--- src/rtl/assert_macros.svh ---
// ---------------------------------------------------------------------------
// assertion macros
// shared concurrent assertion forms, clocked on clk, disabled in reset
// ---------------------------------------------------------------------------
`ifndef ASSERT_MACROS_SVH
`define ASSERT_MACROS_SVH

// same-cycle implication
`define QW_ASSERT_IMPL(lbl, ante, cons, msg) \
  lbl: assert property (@(posedge clk) disable iff (!rst_n) (ante) |-> (cons)) \
    else $error(msg);

// next-cycle implication
`define QW_ASSERT_NEXT(lbl, ante, cons, msg) \
  lbl: assert property (@(posedge clk) disable iff (!rst_n) (ante) |=> (cons)) \
    else $error(msg);

`endif

--- src/rtl/qwfc_pkg.sv ---
// ---------------------------------------------------------------------------
// qwfc_pkg
// types, codes, constants and helper functions of the flight controller
// ---------------------------------------------------------------------------
package qwfc_pkg;

  // input actions
  localparam logic [1:0] ACT_TICK   = 2'd0;
  localparam logic [1:0] ACT_TOGGLE = 2'd1;
  localparam logic [1:0] ACT_WRITE  = 2'd2;

  // register indexes
  localparam logic [2:0] REG_WP_COUNT  = 3'd0;
  localparam logic [2:0] REG_ARR_RAD   = 3'd1;
  localparam logic [2:0] REG_OBST_RNG  = 3'd2;
  localparam logic [2:0] REG_HOVER     = 3'd3;
  localparam logic [2:0] REG_ALT_OFS   = 3'd4;
  localparam logic [2:0] REG_ALT_GAIN  = 3'd5;
  localparam logic [2:0] REG_ROLL_GAIN = 3'd6;
  localparam logic [2:0] REG_PITCH_GAIN = 3'd7;

  localparam int PI_Q       = 25736;
  localparam int TWO_PI_Q   = 51472;
  localparam int FWD_WINDOW = 6554;
  localparam int FWD_HALF   = 3277;
  localparam int LAND_CUT   = 38;
  localparam int ALT_WINDOW = 128;
  localparam int OBST_LIFT  = 20;
  localparam int RANGE_FLOOR = 25;
  localparam int ONE_Q21    = 2097152;
  localparam int HALF_Q21   = 1048576;
  localparam int ANG_LIM    = 8192;
  localparam int ERR_LIM    = 256;
  localparam int OUT_MAX    = 131071;
  localparam int OUT_MIN    = -131072;
  localparam int CORD_LAST  = 13;
  localparam longint FWD_RECIP = (64'd1 << 41) / FWD_HALF;

  typedef struct packed {
    logic [4:0]  waypoint_count;
    logic [15:0] arrival_radius;
    logic [15:0] obstacle_range;
    logic [15:0] hover_thrust;
    logic signed [15:0] altitude_offset;
    logic [15:0] altitude_gain;
    logic [15:0] roll_gain;
    logic [15:0] pitch_gain;
  } cfg_t;

  typedef enum logic [4:0] {
    OP_NONE, OP_LOAD, OP_DIFF, OP_SQX, OP_SQY, OP_SQR, OP_ARR, OP_CORD, OP_HE,
    OP_PC1, OP_PC2, OP_PC3, OP_ERR, OP_E2, OP_E3, OP_E4, OP_RG, OP_PG, OP_MIX,
    OP_OUT
  } op_t;

  typedef struct packed {
    logic       accept;
    op_t        op;
    logic [3:0] iter;
    logic       load_out;
  } cmd_t;

  typedef struct packed {
    logic landing;
    logic landed;
  } sts_t;

  function automatic logic [12:0] atan_val(input logic [3:0] i);
    logic [12:0] v;
    case (i)
      4'd0:  v = 13'd6434;
      4'd1:  v = 13'd3798;
      4'd2:  v = 13'd2007;
      4'd3:  v = 13'd1019;
      4'd4:  v = 13'd511;
      4'd5:  v = 13'd256;
      4'd6:  v = 13'd128;
      4'd7:  v = 13'd64;
      4'd8:  v = 13'd32;
      4'd9:  v = 13'd16;
      4'd10: v = 13'd8;
      4'd11: v = 13'd4;
      4'd12: v = 13'd2;
      4'd13: v = 13'd1;
      default: v = 13'd0;
    endcase
    return v;
  endfunction

  // round q.21 to q.8, ties up, then saturate
  function automatic logic signed [17:0] motor_sat(input logic signed [35:0] v);
    logic signed [35:0] t;
    t = (v + 36'sd4096) >>> 13;
    if (t > OUT_MAX) return 18'sd131071;
    if (t < OUT_MIN) return -18'sd131072;
    return 18'(t);
  endfunction

endpackage

--- src/rtl/qwfc_ctrl.sv ---
// ---------------------------------------------------------------------------
// qwfc_ctrl
// sequencer: steps the datapath through one control tick and owns the handshakes
// ---------------------------------------------------------------------------
`include "assert_macros.svh"

module qwfc_ctrl (
  input  logic             clk,
  input  logic             rst_n,
  input  logic             in_valid,
  output logic             in_ready,
  input  logic [1:0]       in_action,
  output logic             out_valid,
  input  logic             out_ready,
  input  qwfc_pkg::sts_t   sts,
  output qwfc_pkg::cmd_t   cmd
);
  import qwfc_pkg::*;

  typedef enum logic [19:0] {
    S_IDLE = 20'h00001, S_LOAD = 20'h00002, S_DIFF = 20'h00004, S_SQX = 20'h00008,
    S_SQY  = 20'h00010, S_SQR  = 20'h00020, S_ARR  = 20'h00040, S_CORD = 20'h00080,
    S_HE   = 20'h00100, S_PC1  = 20'h00200, S_PC2  = 20'h00400, S_PC3  = 20'h00800,
    S_ERR  = 20'h01000, S_E2   = 20'h02000, S_E3   = 20'h04000, S_E4   = 20'h08000,
    S_RG   = 20'h10000, S_PG   = 20'h20000, S_MIX  = 20'h40000, S_OUT  = 20'h80000
  } state_t;

  state_t     state_r, state_nxt;
  logic [3:0] iter_r, iter_nxt;
  logic       out_valid_r, out_valid_nxt;
  logic       accept, load_out;
  logic       tick_go, cord_done;
  op_t        op;

  assign in_ready  = (state_r == S_IDLE);
  assign accept    = in_valid && in_ready;
  assign tick_go   = accept && (in_action == ACT_TICK || in_action == ACT_TOGGLE);
  assign cord_done = (iter_r == 4'(CORD_LAST));
  assign load_out  = (state_r == S_OUT) && (!out_valid_r || out_ready);
  assign out_valid = out_valid_r;

  always_comb begin
    state_nxt = state_r;
    iter_nxt  = iter_r;
    op        = OP_NONE;
    case (state_r)
      S_IDLE: begin
        if (tick_go) state_nxt = S_LOAD;
      end
      S_LOAD: begin
        op = OP_LOAD;
        state_nxt = S_DIFF;
      end
      S_DIFF: begin
        op = OP_DIFF;
        if (sts.landed) state_nxt = S_OUT;
        else if (sts.landing) state_nxt = S_ERR;
        else state_nxt = S_SQX;
      end
      S_SQX: begin
        op = OP_SQX;
        state_nxt = S_SQY;
      end
      S_SQY: begin
        op = OP_SQY;
        state_nxt = S_SQR;
      end
      S_SQR: begin
        op = OP_SQR;
        state_nxt = S_ARR;
      end
      S_ARR: begin
        op = OP_ARR;
        iter_nxt = 4'd0;
        state_nxt = S_CORD;
      end
      S_CORD: begin
        op = OP_CORD;
        iter_nxt = iter_r + 4'd1;
        if (cord_done) state_nxt = S_HE;
      end
      S_HE: begin
        op = OP_HE;
        state_nxt = S_PC1;
      end
      S_PC1: begin
        op = OP_PC1;
        state_nxt = S_PC2;
      end
      S_PC2: begin
        op = OP_PC2;
        state_nxt = S_PC3;
      end
      S_PC3: begin
        op = OP_PC3;
        state_nxt = S_ERR;
      end
      S_ERR: begin
        op = OP_ERR;
        state_nxt = S_E2;
      end
      S_E2: begin
        op = OP_E2;
        state_nxt = S_E3;
      end
      S_E3: begin
        op = OP_E3;
        state_nxt = S_E4;
      end
      S_E4: begin
        op = OP_E4;
        state_nxt = S_RG;
      end
      S_RG: begin
        op = OP_RG;
        state_nxt = S_PG;
      end
      S_PG: begin
        op = OP_PG;
        state_nxt = S_MIX;
      end
      S_MIX: begin
        op = OP_MIX;
        state_nxt = S_OUT;
      end
      S_OUT: begin
        op = OP_OUT;
        if (load_out) state_nxt = S_IDLE;
      end
      default: state_nxt = S_IDLE;
    endcase
  end

  always_comb begin
    out_valid_nxt = out_valid_r;
    if (out_valid_r && out_ready) out_valid_nxt = 1'b0;
    if (load_out) out_valid_nxt = 1'b1;
  end

  assign cmd.accept   = accept;
  assign cmd.op       = op;
  assign cmd.iter     = iter_r;
  assign cmd.load_out = load_out;

  always_ff @(posedge clk) begin
    if (!rst_n) begin
      state_r     <= S_IDLE;
      iter_r      <= 4'd0;
      out_valid_r <= 1'b0;
    end else begin
      state_r     <= state_nxt;
      iter_r      <= iter_nxt;
      out_valid_r <= out_valid_nxt;
    end
  end

  `QW_ASSERT_NEXT(a_tick_starts, tick_go, state_r == S_LOAD, "accepted tick did not start")
  `QW_ASSERT_IMPL(a_out_rise, $rose(out_valid_r), $past(state_r) == S_OUT, "stray result word")
  `QW_ASSERT_NEXT(a_cordic_len, state_r == S_CORD && cord_done, state_r == S_HE, "cordic length")

endmodule

--- config.mk ---
export PLATFORM = sky130hd
export DESIGN_NAME = qwfc_ctrl
export DESIGN_NICKNAME = d
export VERILOG_FILES = /design/src/rtl/qwfc_pkg.sv /design/src/rtl/qwfc_ctrl.sv
export VERILOG_INCLUDE_DIRS = /design/src /design/src/rtl
export SDC_FILE = /design/constraint.sdc
export NUM_CORES = 1
export LEC_CHECK = 0
export ABC_AREA = 0
export BUFFER_PORTS_ARGS = -buffer_cell sky130_fd_sc_hd__clkbuf_2
export CAP_MARGIN = 20
export CELL_PAD_IN_SITES_DETAIL_PLACEMENT = 1
export CELL_PAD_IN_SITES_GLOBAL_PLACEMENT = 1
export CORE_ASPECT_RATIO = 0.8
export CORE_MARGIN = 2
export CORE_UTILIZATION = 35
export DETAILED_ROUTE_END_ITERATION = 12
export GPL_TIMING_DRIVEN = 0
export PLACE_DENSITY = 0.63
export SYNTH_ARGS = -nofsm -noshare
export SYNTH_HDL_FRONTEND = slang
export SYNTH_SLANG_ARGS = --single-unit
export TNS_END_PERCENT = 100
--- constraint.sdc ---
create_clock -name clk -period 3.3 [get_ports clk]
set_input_delay 0.33 -clock clk [delete_from_list [all_inputs] [get_ports clk]]
set_output_delay 0.33 -clock clk [all_outputs]
set_load 0.1 [all_outputs]
==> impl_metrics.json, run 1 <==
{
  "run_status": "completed",
  "initial_utilization": 0.375,
  "clk_path_buf_depth": 2,
  "synth_async_sr_flop_share": 0,
  "number_of_antenna_violating_nets_in_the_routed_design": 0,
  "route.detailed.vias_per_inst": 5.69,
  "flow.area_growth_from_synthesis_pct": 14.4,
  "cts.hold.buffers_added": 0,
  "fin_worst_hold_slack_ps": 254,
  "yosysTopAreaCell": "sky130_fd_sc_hd__dfxtp_1",
  "post_cts_sizing_count": 0,
  "synthDominantCellAreaShare": 0.312,
  "fp.dieArea_um2": 5140,
  "antenna_cells_inserted": 0,
  "setup-tns-final_ps": 0,
  "floorplan.rows": 21,
  "placedCellCount": 266,
  "dp.final_hpwl_um": 3720,
  "coreArea_um2": 4280,
  "finalClockSkew_ps": 3.91,
  "synthesis.yosys.warnings": 0,
  "critical_path_capture_point_type": "output pin",
  "grt_overflow": 0,
  "met3WireLength_um": 164,
  "period_share": 0.964,
  "drt_pre_antenna_iters": 4,
  "clk-insertion-delay-late_ps": 280,
  "synth_cell_types": 50,
  "timing.critical_path.required_ps": 2970,
  "powerDensity_nw_per_um2": 652,
  "final.setup.worst_slack_ps": 118,
  "first_global_vias": 1525,
  "syn_nets": 200,
  "final_design_area_no_fill_um2": 1840,
  "wl_met2_um": 2170,
  "regToRegSetupSlack_ps": 960,
  "top_signal_layer_used": "met4",
  "seq_area_um2": 500,
  "wl_per_cell_um": 17.9,
  "h-tree-depth": 1,
  "postPlaceCellArea_um2": 1780,
  "crit_path_launch_type": "flip-flop",
  "postCtsSetupRepairBufs": 0,
  "syn_avg_cell_area_um2": 8.44,
  "via_count": 1535,
  "layout.filler_cells": 530,
  "synth.area.top_cells": "sky130_fd_sc_hd__dfxtp_1 31%, sky130_fd_sc_hd__nor2_1 4.7%, sky130_fd_sc_hd__nor4_4 4.0%",
  "cts.reportedPaths.clkPinSlew_ps": 90,
  "hold_viol_final": 0,
  "power_leakage_nw": 0.717,
  "final-setup-viol-count": 0,
  "drc": 0,
  "worst_margin_slew_ps": 660,
  "cts_buffers": 3,
  "rsz0062_at_grt": "no",
  "critPathArrivalTime_ps": 2850,
  "dieHeight_um": 64.6,
  "netlist_instances": 190,
  "slew-limit-headroom": 0.554,
  "tritoncts": "done",
  "finalCoreUtilization": 0.429,
  "p_total_mw": 1.20,
  "boundaryPins": 21,
  "port_buffers": 19,
  "grt_first_pass_wirelength_um": 8000,
  "grt_start_max_net_pins": 15,
  "final_net_count": 224,
  "final_layout_size_suffix_gt1_frac": 0.221,
  "dp_slack_ps": 351,
  "clock_sinks": 25,
  "fp.dieW_um": 79.7,
  "layout.cells.non_filler": 270,
  "place.gp.congestion": 0.903,
  "root_buffer": "sky130_fd_sc_hd__clkbuf_8",
  "slew_viol_final": 0,
  "grt_usage": 0.200,
  "peakVddDrop_uv": 349,
  "seq_area_frac_synth": 0.312,
  "cap_violations": 0,
  "ys_dominant_reg_cell": "sky130_fd_sc_hd__dfxtp_1",
  "critPathKind": "reg -> out",
  "syn-cell-area_um2": 1600,
  "area_taken_by_multi_input_logic_gates_um2": 1030,
  "time_the_worst_path_needs_with_i_o_delays_and_setup_ps": 3180,
  "grt_antenna_before_repair": 0,
  "fmax_mhz": 314,
  "timing.critical_path.fanout_max": 9,
  "met1Wirelength_um": 2440,
  "first_iter_violations": 62,
  "number_of_enable_flip_flop_cells_after_synthesis": 0,
  "worst_hold_path_type": "in -> reg",
  "yosys_register_bits": 25,
  "routed_wirelength_um": 4820
}
[registers in the layout (all words and copies together) (netlist names)]
name       count
iter_r         4
out_valid      1
state_r       20
[cell families after synthesis]
group,share of synthesized area
XOR/XNOR,0.0601
buffers and inverters,0.0562
flip-flops,0.312
adder cells (fa/ha/maj),0.0156
multiplexers,0.00624
AND/OR/NAND/NOR,0.420
AO/OA/AOI/OAI,0.130
[path summary, 6_finish.rpt]
kind                                   from         end  cells after the start
worst max-delay path            state_r[16]      cmd[6]                      7
worst min-delay path                 sts[1]  state_r[3]                      2
worst max register to register  state_r[16]  state_r[2]                      7
worst min register to register   state_r[8]  state_r[9]                      2
[synth_stat cells (5+ instances only)]
| cell | count |
|---|---|
| sky130_fd_sc_hd__nor2_1 | 20 |
| sky130_fd_sc_hd__nand3b_1 | 5 |
| sky130_fd_sc_hd__xnor2_1 | 5 |
| sky130_fd_sc_hd__a21oi_1 | 7 |
| sky130_fd_sc_hd__xor2_1 | 6 |
| sky130_fd_sc_hd__nor3_1 | 11 |
| sky130_fd_sc_hd__nand4_1 | 5 |
| sky130_fd_sc_hd__nor4_1 | 9 |
| sky130_fd_sc_hd__nand3_1 | 8 |
| sky130_fd_sc_hd__inv_1 | 5 |
| sky130_fd_sc_hd__o21ai_0 | 7 |
| sky130_fd_sc_hd__dfxtp_1 | 25 |
| sky130_fd_sc_hd__nand2_1 | 13 |
[routing by layer]
metal	vias to the layer above	GRT usage
met2	30	0.312
met1	747	0.285
li1	752	-
met3	6	0.0390
met4	0	0.0453
met5	-	0
[placed cells by master (no fill, tap or decap), types with 3 or more instances in the layout]
cell type / n
sky130_fd_sc_hd__nor4_1: 9
sky130_fd_sc_hd__nand2_1: 13
sky130_fd_sc_hd__nor4_4: 3
sky130_fd_sc_hd__clkbuf_1: 3
sky130_fd_sc_hd__clkbuf_2: 18
sky130_fd_sc_hd__nand2b_1: 3
sky130_fd_sc_hd__nand4b_1: 3
sky130_fd_sc_hd__xor2_1: 6
sky130_fd_sc_hd__buf_2: 3
sky130_fd_sc_hd__a2111oi_0: 3
sky130_fd_sc_hd__o21ai_0: 7
sky130_fd_sc_hd__nor4b_1: 3
sky130_fd_sc_hd__clkbuf_8: 3
sky130_fd_sc_hd__buf_4: 3
sky130_fd_sc_hd__a21oi_1: 7
sky130_fd_sc_hd__dfxtp_1: 25
sky130_fd_sc_hd__nand3b_1: 5
sky130_fd_sc_hd__and4b_1: 3
sky130_fd_sc_hd__nand4_1: 5
sky130_fd_sc_hd__nor3_1: 9
sky130_fd_sc_hd__xnor2_1: 5
sky130_fd_sc_hd__nand3_1: 8
sky130_fd_sc_hd__inv_1: 5
sky130_fd_sc_hd__nor2_1: 20
[critical path, cell delays in order, from the launching register on]
cell	delay, ps
sky130_fd_sc_hd__dfxtp_1	320
sky130_fd_sc_hd__buf_6	130
sky130_fd_sc_hd__nor4_4	560
sky130_fd_sc_hd__nand3_2	310
sky130_fd_sc_hd__nor4_1	520
sky130_fd_sc_hd__nor3_1	140
sky130_fd_sc_hd__nand3_1	120
sky130_fd_sc_hd__clkbuf_2	470
[layout make-up]
| class | count | area share |
|---|---|---|
| Inverter | 5 | 0.0102 |
| Clock buffer | 3 | 0.0225 |
| Tap cell | 57 | 0.0389 |
| Sequential cell | 25 | 0.273 |
| Timing Repair Buffer | 19 | 0.0532 |
| Clock inverter | 1 | 0.00273 |
| Buffer | 11 | 0.0389 |
| Multi-Input combinational cell | 149 | 0.561 |
[power breakdown]
| part | total, mW | internal (mW) | switching (mW) |
|---|---|---|---|
| registers | 0.360 | 0.322 | 0.0375 |
| logic | 0.647 | 0.168 | 0.479 |
| clock network | 0.190 | 0.0848 | 0.105 |
No activity file was read; power rests on OpenSTA's default activity.
==> inputs of run 2 (changes only) <==
--- a/config.mk
+++ b/config.mk
@@ -6,7 +6,7 @@
 export SDC_FILE = /design/constraint.sdc
 export NUM_CORES = 1
 export LEC_CHECK = 0
-export ABC_AREA = 0
+export ABC_AREA = 1
 export BUFFER_PORTS_ARGS = -buffer_cell sky130_fd_sc_hd__clkbuf_2
 export CAP_MARGIN = 20
 export CELL_PAD_IN_SITES_DETAIL_PLACEMENT = 1
@@ -14,9 +14,10 @@
 export CORE_ASPECT_RATIO = 0.8
 export CORE_MARGIN = 2
 export CORE_UTILIZATION = 35
+export CTS_CLUSTER_DIAMETER = 120
 export DETAILED_ROUTE_END_ITERATION = 12
 export GPL_TIMING_DRIVEN = 0
-export PLACE_DENSITY = 0.63
+export PLACE_DENSITY = 0.65
 export SYNTH_ARGS = -nofsm -noshare
 export SYNTH_HDL_FRONTEND = slang
 export SYNTH_SLANG_ARGS = --single-unit
==> impl_metrics.json, run 2 <==
{
  "run_status": "completed",
  "coreArea_um2": 4280,
  "yosysMostFrequentCell": "sky130_fd_sc_hd__nand2_1",
  "synth.area.top_cells": "sky130_fd_sc_hd__dfxtp_1 31%, sky130_fd_sc_hd__nand2_1 8.0%, sky130_fd_sc_hd__inv_1 7.3%",
  "grt_antenna_before_repair": 0,
  "layout.cells.non_filler": 299,
  "timing.critical_path.required_ps": 2970,
  "worst_margin_slew_ps": 679,
  "critPathArrivalTime_ps": 2250,
  "clk_path_buf_depth": 2,
  "max_flop_register": "state_r",
  "grt_util_met2": 0.287,
  "power_leakage_nw": 0.883,
  "setup-tns-final_ps": 0,
  "netlist_instances": 219,
  "period_share": 0.781,
  "layout.filler_cells": 571,
  "crit_path_max_incr_delay_ps": 460,
  "route.detailed.vias_per_inst": 4.74,
  "top_cells_by_instance_count_after_synthesis": "34 x sky130_fd_sc_hd__nand2_1, 31 x sky130_fd_sc_hd__inv_1, 27 x sky130_fd_sc_hd__nor2_1",
  "grt_overflow": 0,
  "cpMaxStageDelayCell": "sky130_fd_sc_hd__clkbuf_2",
  "routed_wirelength_um": 3940,
  "hold_viol_final": 0,
  "final_net_count": 253,
  "p_total_mw": 1.27,
  "synth_async_sr_flop_share": 0,
  "slew_viol_final": 0,
  "floorplan.rows": 21,
  "slew-limit-headroom": 0.547,
  "peakVddDrop_uv": 530,
  "wl_per_cell_um": 13.2,
  "rsz0062_at_grt": "no",
  "layout_common_cells": "34 x sky130_fd_sc_hd__nand2_1, 31 x sky130_fd_sc_hd__inv_1, 27 x sky130_fd_sc_hd__nor2_1",
  "synth_cell_types": 33,
  "grtUsageMet3": 0.0334,
  "cts.hold.buffers_added": 0,
  "time_the_worst_path_needs_with_i_o_delays_and_setup_ps": 2580,
  "final_layout_size_suffix_gt1_frac": 0.289,
  "initial_utilization": 0.374,
  "h-tree-depth": 1,
  "syn_avg_cell_area_um2": 7.31,
  "crit_chain": "nor2_1 -> nand2_1 -> nor2_4 -> nand2_1 -> inv_2 -> nand3_1 -> nand2_1 -> nor2_1 -> nand3b_1 -> clkbuf_2",
  "clock_sinks": 25,
  "place.gp.congestion": 0.773,
  "first_iter_violations": 52,
  "fp.dieW_um": 79.6,
  "synthDominantCellAreaShare": 0.313,
  "worst_hold_path_type": "in -> reg",
  "final-setup-viol-count": 0,
  "grt_first_pass_wirelength_um": 7070,
  "cp_common_cell": "sky130_fd_sc_hd__nand2_1",
  "drt_pre_antenna_iters": 4,
  "yosysTopAreaCell": "sky130_fd_sc_hd__dfxtp_1",
  "largest_register_ffs": 20,
  "yosys_register_bits": 25,
  "groute.layer.met1.usage": 0.252,
  "critical_path_capture_point_type": "output pin",
  "via_count": 1416,
  "dp.final_hpwl_um": 3280,
  "cts.reportedPaths.clkPinSlew_ps": 90,
  "number_of_enable_flip_flop_cells_after_synthesis": 0,
  "dieHeight_um": 64.5,
  "seq_area_frac_synth": 0.313,
  "cap_violations": 0,
  "grt_usage": 0.177,
  "antenna_cells_inserted": 0,
  "synthesis.yosys.warnings": 0,
  "first_global_vias": 1442,
  "root_buffer": "sky130_fd_sc_hd__clkbuf_8",
  "ys_dominant_reg_cell": "sky130_fd_sc_hd__dfxtp_1",
  "crit_path_launch_type": "flip-flop",
  "grt-busiest-layer": "met2",
  "port_buffers": 19,
  "flow.area_growth_from_synthesis_pct": 13.3,
  "fp.dieArea_um2": 5130,
  "fmax_mhz": 388,
  "number_of_antenna_violating_nets_in_the_routed_design": 0,
  "critPathKind": "reg -> out",
  "drc": 0,
  "boundaryPins": 21,
  "syn_nets": 229,
  "clk-insertion-delay-late_ps": 280,
  "cts_buffers": 3,
  "finalClockSkew_ps": 6.61,
  "post_cts_sizing_count": 0,
  "tritoncts": "done",
  "powerDensity_nw_per_um2": 701,
  "grt_start_max_net_pins": 15,
  "timing.critical_path.fanout_max": 6,
  "syn-cell-area_um2": 1600,
  "leading_cell_type_in_the_layout_fill_and_taps_excluded": "sky130_fd_sc_hd__nand2_1",
  "postCtsSetupRepairBufs": 0,
  "placedCellCount": 295
}
[run 2: cell count changes in the layout (fill, tap and decap cells not counted), moves of 4 or more]
cell                      delta
sky130_fd_sc_hd__inv_1      +26
sky130_fd_sc_hd__nand2_1    +21
sky130_fd_sc_hd__nand3_1    +15
sky130_fd_sc_hd__nor3_2      +9
sky130_fd_sc_hd__nor4_1      -8
sky130_fd_sc_hd__inv_2       +7
sky130_fd_sc_hd__nor2_1      +7
sky130_fd_sc_hd__nor2_2      +7
sky130_fd_sc_hd__xor2_1      -6
sky130_fd_sc_hd__nand2_2     +5
sky130_fd_sc_hd__o21ai_0     -5
sky130_fd_sc_hd__nor2_4      +4
sky130_fd_sc_hd__xnor2_1     -4
[run 2: cells by family (layout without fill, tap and decap cells)]
logic type	after synthesis	after routing	synth area share
buf+inv	44	67	0.120
fa+ha+maj	2	2	0.0156
compound gates	11	11	0.0422
flops	25	25	0.313
xor+xnor	1	1	0.00547
simple gates	136	136	0.504
[run 2: layout make-up]
| cell class | instances | area [um^2] | area share |
|---|---|---|---|
| Multi-Input combinational cell | 150 | 908 | 0.501 |
| Sequential cell | 25 | 500 | 0.276 |
| Inverter | 39 | 149 | 0.0821 |
| Timing Repair Buffer | 19 | 95.1 | 0.0524 |
| Tap cell | 57 | 71.3 | 0.0393 |
| Buffer | 5 | 42.5 | 0.0235 |
| Clock buffer | 3 | 41.3 | 0.0228 |
| Clock inverter | 1 | 5.00 | 0.00276 |
[run 2: critical path, delay by kind of cell, from the launching register on]
family	cells	cell delay (ps)
buffers and inverters	2	530
DFF	1	320
and+or+nand+nor	8	1130
[run 2: path summary, 6_finish.rpt]
path / startpoint / endpoint / slack, ps / depth (start not counted)
setup reg to reg: state_r[4] / state_r[0] / 1630 / 10
hold / removal: sts[1] / state_r[3] / 220 / 2
hold reg to reg: iter_r[1] / iter_r[1] / 520 / 2
setup / recovery: state_r[4] / cmd[5] / 720 / 10
[run 2: layer usage]
metal / part of all wire / routed length [um]
met5: 0 / 0
met4: 0.0033 / 13
met3: 0.031 / 122
met2: 0.45 / 1770
met1: 0.52 / 2040
[run 2: power breakdown]
part | switching, mW | internal (mW) | total (mW) | leakage [nW]
logic | 0.537 | 0.203 | 0.740 | 0.656
registers | 0.0197 | 0.322 | 0.342 | 0.202
clock network | 0.104 | 0.0847 | 0.189 | 0.0255
total | 0.660 | 0.610 | 1.27 | 0.883
[run 2: stage by stage]
step | instance area (um^2) | worst slack [ps] | utilization | hold slack (ps)
4_1_cts | 1810 | 693 | 0.423 | 210
3_5_place_dp | 1770 | 1000 | 0.413 | 488
3_3_place_gp | 1770 | 1010 | 0.413 | 481
6_report | 1810 | 723 | 0.423 | 220
5_1_grt | 1810 | 451 | 0.423 | 225
2_1_floorplan | 1600 | 1120 | - | 406
